File: config.mk
export PLATFORM = sky130hd
export DESIGN_NAME = cursor_linked_list_engine
export DESIGN_NICKNAME = d
export VERILOG_FILES = /design/src/rtl/core/cle_pkg.sv /design/src/rtl/core/cursor_linked_list_engine.sv /design/src/rtl/core/cle_ram.sv
export SDC_FILE = /design/constraint.sdc
export NUM_CORES = 2
export LEC_CHECK = 0
export BUFFER_PORTS_ARGS = -buffer_cell sky130_fd_sc_hd__buf_2
export CORE_ASPECT_RATIO = 1.2
export CORE_UTILIZATION = 28
export DETAILED_ROUTE_END_ITERATION = 10
export GPL_ROUTABILITY_DRIVEN = 0
export PLACE_DENSITY = 0.48
export SETUP_SLACK_MARGIN = 0.2
export SLEW_MARGIN = 20
export SYNTH_ARGS = -nofsm -noshare
export SYNTH_HDL_FRONTEND = slang
export SYNTH_HIERARCHICAL = 1
export SYNTH_SLANG_ARGS = --single-unit
File: constraint.sdc
create_clock -name clk_i -period 4.13 [get_ports clk_i]
set_input_delay 0.826 -clock clk_i [delete_from_list [all_inputs] [get_ports clk_i]]
set_output_delay 0.826 -clock clk_i [all_outputs]
set_load 0.005 [all_outputs]
File: src/rtl/core/cle_pkg.sv
// ----------------------------------------------------------------------------
// cle_pkg
// shared widths, codes and defaults of the cursor linked list engine
// ----------------------------------------------------------------------------
`default_nettype none

package cle_pkg;

  // parameter defaults
  localparam int unsigned NODE_COUNT_DEF = 64;
  localparam int unsigned VALUE_BITS_DEF = 32;

  // fixed field widths
  localparam int unsigned OPCODE_W  = 2;
  localparam int unsigned POS_W     = 6;
  localparam int unsigned DATA_W    = 32;
  localparam int unsigned STATUS_W  = 2;
  localparam int unsigned COUNT_W   = 6;
  localparam int unsigned S_TDATA_W = 40;
  localparam int unsigned M_TDATA_W = 40;

  typedef enum logic [OPCODE_W-1:0] {
    OP_INSERT = 2'd0,
    OP_REMOVE = 2'd1,
    OP_GET    = 2'd2,
    OP_CLEAR  = 2'd3
  } opcode_e;

  typedef enum logic [STATUS_W-1:0] {
    ST_OK    = 2'd0,
    ST_RANGE = 2'd1,
    ST_FULL  = 2'd2,
    ST_EMPTY = 2'd3
  } status_e;

endpackage

`default_nettype wire

File: src/rtl/core/cursor_linked_list_engine.sv
// ----------------------------------------------------------------------------
// cursor_linked_list_engine
// static linked list with a free chain, kept in a link memory and a value
// memory, walked one link per cycle by a small sequencer
// ----------------------------------------------------------------------------
// usage:
//   slave channel: one request per transfer, tuser carries the opcode
//   (insert, remove, get, clear), tdata the position and the insert value
//   master channel: one result per request, tuser carries the status,
//   tdata the value read or removed and the entry count after the request
//   the walk reads one link per cycle from the link memory; the walk
//   therefore grows longer with the position
//   s_axis_tready_o is high only while the sequencer is idle, one
//   request is worked on at a time
//   the result sits in an output register: the next request is taken while
//   it waits, and a finished result holds the sequencer until the receiver
//   takes the one before it
//   after reset a clearing pass over all N link entries rebuilds the free chain in the
//   link memory; no request is taken during it. a clear request runs the
//   same pass. the value memory is not cleared
// ----------------------------------------------------------------------------
`default_nettype none

module cursor_linked_list_engine #(
  parameter int unsigned NODE_COUNT = cle_pkg::NODE_COUNT_DEF,
  parameter int unsigned VALUE_BITS = cle_pkg::VALUE_BITS_DEF
) (
  input  wire logic                           clk_i,
  input  wire logic                           rst_ni,
  // request channel
  input  wire logic                           s_axis_tvalid_i,
  output logic                                s_axis_tready_o,
  // tdata: position [5:0], value_in [37:6], zero [39:38]
  input  wire logic [cle_pkg::S_TDATA_W-1:0]  s_axis_tdata_i,
  // tuser: opcode [1:0]
  input  wire logic [cle_pkg::OPCODE_W-1:0]   s_axis_tuser_i,
  // result channel
  output logic                                m_axis_tvalid_o,
  input  wire logic                           m_axis_tready_i,
  // tdata: value_out [31:0], count [37:32], zero [39:38]
  output logic      [cle_pkg::M_TDATA_W-1:0]  m_axis_tdata_o,
  // tuser: status [1:0]
  output logic      [cle_pkg::STATUS_W-1:0]   m_axis_tuser_o
);

  import cle_pkg::*;

  localparam int unsigned AW    = $clog2(NODE_COUNT);
  localparam int unsigned CMP_W = ((AW > POS_W) ? AW : POS_W) + 1;
  localparam logic [AW-1:0] HEAD_NODE = AW'(NODE_COUNT - 1);
  localparam logic [AW-1:0] LAST_FREE = AW'(NODE_COUNT - 2);
  localparam logic [AW-1:0] FREE_HEAD = '0;

  // one-hot sequencer states
  typedef enum logic [13:0] {
    S_CLR   = 14'h0001,
    S_IDLE  = 14'h0002,
    S_WALK  = 14'h0004,
    S_INS_A = 14'h0008,
    S_INS_B = 14'h0010,
    S_INS_C = 14'h0020,
    S_INS_D = 14'h0040,
    S_INS_E = 14'h0080,
    S_REM_A = 14'h0100,
    S_REM_B = 14'h0200,
    S_REM_C = 14'h0400,
    S_REM_D = 14'h0800,
    S_REM_E = 14'h1000,
    S_OUT   = 14'h2000
  } state_e;

  // control registers
  state_e              state_q, state_d;
  opcode_e             op_q, op_d;
  logic [POS_W-1:0]    steps_q, steps_d;
  logic                hop_q, hop_d;
  logic [AW-1:0]       count_q, count_d;
  logic [AW-1:0]       clr_idx_q, clr_idx_d;
  logic                clr_emit_q, clr_emit_d;
  logic                out_valid_q, out_valid_d;

  // payload registers
  logic [AW-1:0]         prev_q, prev_d;
  logic [AW-1:0]         node_q, node_d;      // fresh node or removal target
  logic [VALUE_BITS-1:0] vin_q, vin_d;
  status_e               status_q, status_d;
  logic [DATA_W-1:0]     vout_q, vout_d;
  status_e               out_status_q, out_status_d;
  logic [DATA_W-1:0]     out_value_q, out_value_d;
  logic [COUNT_W-1:0]    out_count_q, out_count_d;

  // memory ports
  logic                  link_we;
  logic [AW-1:0]         link_waddr, link_wdata, link_raddr, link_rdata;
  logic                  val_we;
  logic [AW-1:0]         val_waddr, val_raddr;
  logic [VALUE_BITS-1:0] val_wdata, val_rdata;

  // request fields
  opcode_e            in_op;
  logic [POS_W-1:0]   in_pos;
  logic signed [DATA_W-1:0] in_value;
  logic signed [63:0] in_value_ext;
  logic               s_fire;
  logic [CMP_W-1:0]   pos_c, cnt_c;
  logic [AW-1:0]      cur_node;
  logic               out_free;

  assign in_op        = opcode_e'(s_axis_tuser_i);
  assign in_pos       = s_axis_tdata_i[POS_W-1:0];
  assign in_value     = s_axis_tdata_i[POS_W+DATA_W-1:POS_W];
  assign in_value_ext = 64'(in_value);

  assign s_axis_tready_o = (state_q == S_IDLE);
  assign s_fire          = s_axis_tvalid_i && s_axis_tready_o;
  assign pos_c           = CMP_W'(in_pos);
  assign cnt_c           = CMP_W'(count_q);

  // walk pointer: the link just read, or the start node on the first hop
  assign cur_node = hop_q ? link_rdata : prev_q;

  // output register can take a new result
  assign out_free = !out_valid_q || m_axis_tready_i;

  cle_ram #(
    .WIDTH (AW),
    .DEPTH (NODE_COUNT)
  ) u_link_ram (
    .clk_i   (clk_i),
    .we_i    (link_we),
    .waddr_i (link_waddr),
    .wdata_i (link_wdata),
    .raddr_i (link_raddr),
    .rdata_o (link_rdata)
  );

  cle_ram #(
    .WIDTH (VALUE_BITS),
    .DEPTH (NODE_COUNT)
  ) u_value_ram (
    .clk_i   (clk_i),
    .we_i    (val_we),
    .waddr_i (val_waddr),
    .wdata_i (val_wdata),
    .raddr_i (val_raddr),
    .rdata_o (val_rdata)
  );

  always_comb begin
    state_d      = state_q;
    op_d         = op_q;
    steps_d      = steps_q;
    hop_d        = hop_q;
    count_d      = count_q;
    clr_idx_d    = clr_idx_q;
    clr_emit_d   = clr_emit_q;
    out_valid_d  = out_valid_q;
    prev_d       = prev_q;
    node_d       = node_q;
    vin_d        = vin_q;
    status_d     = status_q;
    vout_d       = vout_q;
    out_status_d = out_status_q;
    out_value_d  = out_value_q;
    out_count_d  = out_count_q;

    link_we    = 1'b0;
    link_waddr = prev_q;
    link_wdata = node_q;
    link_raddr = prev_q;
    val_we     = 1'b0;
    val_waddr  = node_q;
    val_wdata  = vin_q;
    val_raddr  = link_rdata;

    // receiver drains the output register
    if (out_valid_q && m_axis_tready_i) begin
      out_valid_d = 1'b0;
    end

    unique case (state_q)
      S_CLR: begin
        // rebuild the free chain one entry per cycle
        link_we    = 1'b1;
        link_waddr = clr_idx_q;
        link_wdata = (clr_idx_q < LAST_FREE) ? clr_idx_q + AW'(1) : FREE_HEAD;
        count_d    = '0;
        clr_idx_d  = clr_idx_q + AW'(1);
        if (clr_idx_q == HEAD_NODE) begin
          clr_idx_d = '0;
          state_d   = clr_emit_q ? S_OUT : S_IDLE;
        end
      end

      S_IDLE: begin
        if (s_fire) begin
          op_d     = in_op;
          steps_d  = in_pos - POS_W'(1);
          hop_d    = 1'b0;
          prev_d   = HEAD_NODE;
          vin_d    = VALUE_BITS'(in_value_ext);
          vout_d   = '0;
          status_d = ST_OK;
          case (in_op)
            OP_INSERT: begin
              if (in_pos == '0 || pos_c > cnt_c + CMP_W'(1)) begin
                status_d = ST_RANGE;
                state_d  = S_OUT;
              end else if (count_q == LAST_FREE) begin
                // every node but the two heads is in use
                status_d = ST_FULL;
                state_d  = S_OUT;
              end else begin
                state_d = S_WALK;
              end
            end
            OP_REMOVE, OP_GET: begin
              if (count_q == '0) begin
                status_d = ST_EMPTY;
                state_d  = S_OUT;
              end else if (in_pos == '0 || pos_c > cnt_c) begin
                status_d = ST_RANGE;
                state_d  = S_OUT;
              end else begin
                state_d = S_WALK;
              end
            end
            default: begin
              clr_emit_d = 1'b1;
              clr_idx_d  = '0;
              state_d    = S_CLR;
            end
          endcase
        end
      end

      S_WALK: begin
        // one hop per cycle, the read address is the link just returned
        if (steps_q == '0) begin
          prev_d  = cur_node;
          state_d = (op_q == OP_INSERT) ? S_INS_A : S_REM_A;
        end else begin
          link_raddr = cur_node;
          prev_d     = cur_node;
          hop_d      = 1'b1;
          steps_d    = steps_q - POS_W'(1);
        end
      end

      // insert: fresh = next(0); next(0) = next(fresh);
      // next(fresh) = next(prev); next(prev) = fresh
      S_INS_A: begin
        link_raddr = FREE_HEAD;
        state_d    = S_INS_B;
      end

      S_INS_B: begin
        node_d     = link_rdata;
        link_raddr = link_rdata;
        state_d    = S_INS_C;
      end

      S_INS_C: begin
        link_we    = 1'b1;
        link_waddr = FREE_HEAD;
        link_wdata = link_rdata;
        link_raddr = prev_q;
        state_d    = S_INS_D;
      end

      S_INS_D: begin
        link_we    = 1'b1;
        link_waddr = node_q;
        link_wdata = link_rdata;
        val_we     = 1'b1;
        val_waddr  = node_q;
        val_wdata  = vin_q;
        state_d    = S_INS_E;
      end

      S_INS_E: begin
        link_we    = 1'b1;
        link_waddr = prev_q;
        link_wdata = node_q;
        count_d    = count_q + AW'(1);
        state_d    = S_OUT;
      end

      // remove: target = next(prev); next(prev) = next(target);
      // next(target) = next(0); next(0) = target
      S_REM_A: begin
        link_raddr = prev_q;
        state_d    = S_REM_B;
      end

      S_REM_B: begin
        node_d     = link_rdata;
        link_raddr = link_rdata;
        val_raddr  = link_rdata;
        state_d    = S_REM_C;
      end

      S_REM_C: begin
        vout_d = DATA_W'(val_rdata);
        if (op_q == OP_GET) begin
          state_d = S_OUT;
        end else begin
          link_we    = 1'b1;
          link_waddr = prev_q;
          link_wdata = link_rdata;
          link_raddr = FREE_HEAD;
          state_d    = S_REM_D;
        end
      end

      S_REM_D: begin
        link_we    = 1'b1;
        link_waddr = node_q;
        link_wdata = link_rdata;
        state_d    = S_REM_E;
      end

      S_REM_E: begin
        link_we    = 1'b1;
        link_waddr = FREE_HEAD;
        link_wdata = node_q;
        count_d    = count_q - AW'(1);
        state_d    = S_OUT;
      end

      S_OUT: begin
        // hand the result over once the output register is free
        if (out_free) begin
          out_valid_d  = 1'b1;
          out_status_d = status_q;
          out_value_d  = vout_q;
          out_count_d  = COUNT_W'(count_q);
          clr_emit_d   = 1'b0;
          state_d      = S_IDLE;
        end
      end

      default: begin
        state_d = S_IDLE;
      end
    endcase
  end

  always_ff @(posedge clk_i or negedge rst_ni) begin
    if (!rst_ni) begin
      state_q     <= S_CLR;
      op_q        <= OP_INSERT;
      steps_q     <= '0;
      hop_q       <= 1'b0;
      count_q     <= '0;
      clr_idx_q   <= '0;
      clr_emit_q  <= 1'b0;
      out_valid_q <= 1'b0;
    end else begin
      state_q     <= state_d;
      op_q        <= op_d;
      steps_q     <= steps_d;
      hop_q       <= hop_d;
      count_q     <= count_d;
      clr_idx_q   <= clr_idx_d;
      clr_emit_q  <= clr_emit_d;
      out_valid_q <= out_valid_d;
    end
  end

  always_ff @(posedge clk_i) begin
    prev_q       <= prev_d;
    node_q       <= node_d;
    vin_q        <= vin_d;
    status_q     <= status_d;
    vout_q       <= vout_d;
    out_status_q <= out_status_d;
    out_value_q  <= out_value_d;
    out_count_q  <= out_count_d;
  end

  assign m_axis_tvalid_o = out_valid_q;
  assign m_axis_tuser_o  = out_status_q;
  assign m_axis_tdata_o  = {{(M_TDATA_W - COUNT_W - DATA_W){1'b0}}, out_count_q, out_value_q};

  // the list never holds more than every node but the two heads
  a_count_bound : assert property (@(posedge clk_i) disable iff (!rst_ni)
    count_q <= LAST_FREE)
    else $error("entry count beyond node capacity");

  // the count moves only in the update and clearing states
  a_count_idle : assert property (@(posedge clk_i) disable iff (!rst_ni)
    (state_q == S_IDLE || state_q == S_WALK || state_q == S_OUT) |=>
      count_q == $past(count_q))
    else $error("entry count changed outside an update");

  // a walk never ends on the free head
  a_prev_not_free : assert property (@(posedge clk_i) disable iff (!rst_ni)
    (state_q == S_INS_E || state_q == S_REM_C) |-> prev_q != FREE_HEAD)
    else $error("predecessor is the free head");

  // a result leaving the sequencer shows up on the master side, and the sequencer is idle again
  a_result_out : assert property (@(posedge clk_i) disable iff (!rst_ni)
    (state_q == S_OUT && out_free) |=> m_axis_tvalid_o && s_axis_tready_o)
    else $error("result lost on hand-over");

endmodule

`default_nettype wire

File: src/rtl/core/cle_ram.sv
// ----------------------------------------------------------------------------
// cle_ram
// one write port, one read port, registered read data
// ----------------------------------------------------------------------------
`default_nettype none

module cle_ram #(
  parameter int unsigned WIDTH = 32,
  parameter int unsigned DEPTH = 64
) (
  input  wire logic                     clk_i,
  input  wire logic                     we_i,
  input  wire logic [$clog2(DEPTH)-1:0] waddr_i,
  input  wire logic [WIDTH-1:0]         wdata_i,
  input  wire logic [$clog2(DEPTH)-1:0] raddr_i,
  output logic      [WIDTH-1:0]         rdata_o
);

  logic [WIDTH-1:0] mem [DEPTH];
  logic [WIDTH-1:0] rdata_q;

  always_ff @(posedge clk_i) begin
    if (we_i) begin
      mem[waddr_i] <= wdata_i;
    end
    rdata_q <= mem[raddr_i];
  end

  assign rdata_o = rdata_q;

endmodule

`default_nettype wire
; ---- Word-level counts from Yosys, hierarchy flattened
; Memories as Yosys holds them, arrays and structs flattened. A register that Yosys moved wholly into a read port is not among the register bits.
; Index checks and enable logic that the tools add are counted.
[classes]
addsub = 6
magnitude_cmp = 3
n_eq_ne = 25
mux = 55
n_reduce_logical = 32
[ops]
columns = op, count
row1 = one-hot mux 14 bit (13 select lines), 1
row2 = 2-to-1 mux 14 bit, 10
row3 = 2-to-1 mux 6 bit, 11
row4 = one-hot mux 32 bit (2 select lines), 1
row5 = one-hot mux 6 bit (3 select lines), 3
row6 = one-hot mux 6 bit (2 select lines), 3
row7 = 2-to-1 mux 32 bit, 1
row8 = one-hot mux 14 bit (2 select lines), 1
row9 = one-hot mux 6 bit (4 select lines), 1
row10 = logical NOT 6 bit, 3
row11 = subtractor 6 x 1 -> 6 bit (second input constant), 3
row12 = 2-to-1 mux 1 bit, 15
row13 = == test 14 x 1 -> 1 bit (second input constant), 1
row14 = == test 14 x 10 -> 1 bit (second input constant), 1
row15 = == test 14 x 11 -> 1 bit (second input constant), 1
row16 = == test 14 x 12 -> 1 bit (second input constant), 1
row17 = == test 14 x 13 -> 1 bit (second input constant), 1
row18 = == test 14 bit (second input constant), 1
row19 = == test 14 x 2 -> 1 bit (second input constant), 1
row20 = == test 14 x 3 -> 1 bit (second input constant), 1
row21 = == test 14 x 4 -> 1 bit (second input constant), 1
row22 = == test 14 x 5 -> 1 bit (second input constant), 1
row23 = == test 14 x 6 -> 1 bit (second input constant), 1
row24 = == test 14 x 7 -> 1 bit (second input constant), 1
row25 = 28 further kinds, 56
[word_totals]
ff_bits = 155
ram_bits = 2432
inputBits = 46
output_inout_bits = 44
elab_cells = 139
mem_count = 2
[memory_table]
columns = name, depth, word_bits, rd, rd_ports_with_merged_regs, wr, line
row1 = u_value_ram.mem, 64, 32, 1, 1, 1, cle_ram.sv:19  ; logic [WIDTH-1:0] mem [DEPTH];
row2 = u_link_ram.mem, 64, 6, 1, 1, 1, cle_ram.sv:19

; ---- Depth between registers and ports, before layout
[logic_depth]
depth_word = 7
depth_mapped = 15
mapped_depth_nobuf = 11

; ---- By module
; The synthesis kept the hierarchy.
[modules_own_cells]
columns = mod, instances, cells_per_inst, area_each_um2, seq_area_each_um2
row1 = cle_ram (u_value_ram), 1, 3324, 78515.3, 62139.6
row2 = cle_ram (u_link_ram), 1, 720, 15225.9, 11651.2
row3 = cursor_linked_list_engine, 1, 557, 7138.1, 4470.5

; ---- Least setup slack after synthesis
; Ideal clock, no wire load.
[synth_timing]
kind = reg-to-reg
startpoint = reg state_q[12]
endpoint = mem u_value_ram.mem[48][0] (enable)
setup_time_ps = 461
arrival_ps = 4105
required_ps = 3669
path_slack_ps = -436
stages_incl_launch_ff = 9
path_buffers = 2
synth_period_minus_slack_ps = 4566
cell_sequence = dfrtp_1 -> buf_6 -> or4_1 -> buf_6 -> nor2_1 -> and4b_1 -> nor2b_1 -> nand4b_1 -> nor3_1
[synth_via]
elab_chain_cells = 4
[synth_rtl]
columns = item, line
row1 = start: declaration, cursor_linked_list_engine.sv:73  ; state_e state_q, state_d;
row2 = start signal: assignment, cursor_linked_list_engine.sv:360  ; state_q <= state_d;
row3 = == test 14 x 7 -> 1 bit, cursor_linked_list_engine.sv:181  ; unique case (state_q)
row4 = 2-to-1 mux 1 bit, cursor_linked_list_engine.sv:181
row5 = via val_we, cursor_linked_list_engine.sv:95  ; logic val_we;
row6 = 2-to-1 mux 1 bit, cle_ram.sv:23  ; if (we_i) begin
row7 = 2-to-1 mux 1 bit (implied by the code), cle_ram.sv:24  ; mem[waddr_i] <= wdata_i;
row8 = end: declaration, cle_ram.sv:19
; The timed path passes the listed nets, and every way through them passes these cells.

; ---- Worst setup path after layout
[layout_timing]
startpoint = reg state_q[7]
endpoint = reg u_link_ram.rdata_q[1] (netlist: u_link_ram/rdata_o[1]), read port of u_link_ram.mem
[layout_via]
elab_chain_cells = 3
elab_cells_between_ends = 7
classes_between = 5 x eq/ne / 1 x mux / 1 x reduce/logical
[layout_rtl]
columns = item, line
row1 = == test 14 x 10 -> 1 bit or == test 14 x 5 -> 1 bit (tied branches), cursor_linked_list_engine.sv:181
row2 = OR reduction 2 bit (no line), --
row3 = one-hot mux 6 bit (4 select lines) (*), cursor_linked_list_engine.sv:181
row4 = via link_raddr[0], cursor_linked_list_engine.sv:94  ; logic [AW-1:0] link_waddr, link_wdata, link_raddr, link_rdata;
row5 = end: declaration, cle_ram.sv:20  ; logic [WIDTH-1:0] rdata_q;
; The timed path passes the listed nets; every way through them passes the cells marked *.
; A chain may end at the register's enable or synchronous reset.

==> impl_metrics.toml <==
[placement]
port_buffers = 85
dp_hpwl_um = 161000
placed_cells = 9598

[pwr]
irDropWorstVdd_uv = 335
p_leak_nw = 38.0
p_total_mw = 66.8
powerDensity_nw_per_um2 = 556

[global_routing]
grt_pass1_wl_um = 394000
overflow = 0
first_global_vias = 51400
grt_max_degree = 65
grt.total_usage = 0.153
antenna_found_initial = 19

[timing]
max_freq_ghz = 0.261
tightest_slew_ps = 1030
fin_skew_ps = 65.9
finalCritPeriodShare = 0.928
setup_tns_ps = 0
rsz0062_at_grt = "true"
setup_viol = 0
fin_crit_ps = 3830
max_slew_margin = 0.316
slew_violations = 0
hold_viol = 0

[critical_path]
path_max_fanout = 12
cp.arrival_ps = 4620
startpoint_type = "register"
worstSetupEndpointType = "register"
crit_required_ps = 4920
reg2reg_slack_ps = 300
worstSetupPathType = "register to register"

[final_layout]
num-fill-cells = 33800
mostFrequentLayoutCell = "edfxtp_1"
fin_nets = 5226
area_growth_pct = 19.2
drive_gt1_frac = 0.312
final_cell_mix = "2550 x edfxtp_1, 631 x mux4_2, 326 x buf_4"
layout.cells.non_filler = 10100

[clock_network]
htreeDepth = 5
cts_sinks = 2625
clk_pin_slew_worst_paths_ps = 60
max-clock-path-buffers = 4
clock-root-buffer = "clkbuf_16"
clkLatencyLatePin_ps = 910
cts_tree = "yes"
numCtsBuffers = 291

[detailed_routing]
drtPass1Iterations = 5
totalWireLength_um = 280000
dr_wl_met3_um = 14600
vias_per_cell = 4.83
detail-route-antenna-nets = 0
wl_per_cell_um = 27.7
wl_met2_um = 145000
wirelength_met1_um = 115000
dr.max_layer_used = "met4"
drc = 0
vias = 48900
drt_iter0_drc = 4935

[synth]
synth-main-ff-cell = "edfxtp_1"
syn_area_um2 = 101000
syn_avg_cell_area_um2 = 21.9
netlist_instances = 4601
synth_edf_count = 2550
async_flop_share = 0.0141
ys_seq_area_frac = 0.776
ys_ff_latch = 2625
synth_cell_type_count = 92
ys_warn_count = 6

[run]
maxCapViolations = 0

[run_status]
status = "finished, final reports clean"

[worst_hold_path]
min_path_type = "input pin to async pin"

[die]
die_w_um = 550
die-height_um = 660
die-area_um2 = 363000
io_pins = 90
initial_utilization = 0.281
rows = 241
core_area_um2 = 359000
[stage by stage]
| step | worst slack (ps) | instance area, um^2 | hold WS, ps | utilization |
|---|---|---|---|---|
| global placement | 45.7 | 111000 | 407 | 0.309 |
| global route | 178 | 120000 | 63.2 | 0.335 |
| finish | 298 | 120000 | 41.6 | 0.335 |
| floorplan | 316 | 101000 | 400 | - |
| detailed placement | 19.7 | 111000 | 405 | 0.309 |
| CTS | 250 | 120000 | 34.7 | 0.335 |
[layer usage]
| metal | track usage | up-vias |
|---|---|---|
| li1 | - | 20500 |
| met1 | 0.196 | 26800 |
| met2 | 0.271 | 1257 |
| met3 | 0.0224 | 305 |
| met4 | 0.0365 | 0 |
| met5 | 0 | - |
[what timing repair did]
action | in CTS | in global routing
gates cloned | 0 | 0
hold buffers | 0 | 0
resized for setup | 3 | 5
pin swaps | 2 | 2
setup endpoints to repair | 6 | 11
setup buffers | 0 | 3
[cell families (layout without fill, tap and decap cells)]
group,Yosys count,in the layout,share of synthesized area
other cells,1,6,0.0000372
compound gates,346,346,0.0232
mux,766,766,0.155
fa+ha+maj,24,24,0.00305
xor+xnor,17,17,0.00148
simple gates,564,564,0.0278
flops,2625,2625,0.776
buf+inv,258,1040,0.0132
[power breakdown]
part           total (mW)  leakage (nW)  switching, mW  internal (mW)
clock network        25.7          4.59           10.5           15.1
registers            31.4          23.7          0.438           31.0
logic                9.74          9.65           6.25           3.49
[critical path, cell delays in order, from the launching register on]
cell and delay [ps]:
dfrtp_1 420, or4_4 610, mux2_2 320, o22ai_2 200
o311ai_4 220, a22o_4 340, buf_12 160, buf_16 160
mux4_2 460, o22a_1 220, o221ai_1 120, nor3_2 120
buf_4 150, o22a_1 190
[registers in the layout, summed over array words and instances, names as in the netlist, 2 cells and up]
signal and cells:
clr_idx_q 6, count_q 6, m_axis_tuser_o 2, node_q 6, op_q 2, out_count_q 6
out_value_q 32, prev_q 6, state_q 14, status_q 2, steps_q 6, u_link_ram/mem 384
u_link_ram/rdata_o 6, u_value_ram/mem 2048, u_value_ram/rdata_o 32, val_wdata 32, vout_q 32
[cells in the mapped netlist, types with 16 or more instances]
cell type / count / area (um^2)
nor2b_1: 28 / 175
nand3_1: 33 / 165
ha_1: 23 / 288
dfrtp_1: 36 / 901
and2_1: 37 / 231
o221ai_1: 36 / 315
nor3_1: 25 / 125
o22ai_1: 97 / 607
nand2_1: 90 / 338
inv_1: 16 / 60.1
buf_4: 30 / 225
mux2i_1: 117 / 1170
buf_1: 22 / 82.6
edfxtp_1: 2550 / 76600
nor2_1: 243 / 912
mux4_2: 631 / 14200
a22oi_1: 23 / 173
dfxtp_1: 38 / 761
buf_2: 74 / 370
o21ai_1: 17 / 85.1
clkbuf_1: 98 / 368
nand2b_1: 17 / 106
a21oi_1: 83 / 415
[final cells by class]
class / count / area, um^2 / area share
well taps: 4738 / 5930 / 0.0493
flip-flops and latches: 2625 / 78300 / 0.651
multi-input cells: 1719 / 21900 / 0.182
diodes: 4 / 10.0 / 0.0000832
clock inverters: 145 / 1490 / 0.0123
repair buffers: 502 / 4710 / 0.0392
clock buffers: 376 / 7920 / 0.0659
inverters: 17 / 65.1 / 0.000541
[worst paths after layout]
path / start / endpoint / depth (start not counted)
setup / recovery: state_q[7]$_DFFE_PN0P_ / u_link_ram/rdata_o[1]$_DFF_P_ / 13
hold / removal: rst_ni / steps_q[1]$_DFFE_PN0P_ / 1
setup reg to reg: state_q[7]$_DFFE_PN0P_ / u_link_ram/rdata_o[1]$_DFF_P_ / 13
hold reg to reg: vout_q[2]$_SDFFCE_PN0P_ / out_value_q[2]$_DFFE_PP_ / 0
max in group asynchronous: rst_ni / state_q[8]$_DFFE_PN0P_ / 1
min in group clk_i: s_axis_tdata_i[26] / val_wdata[20]$_DFFE_PP_ / 1
Power figures use the tool's default switching activity.
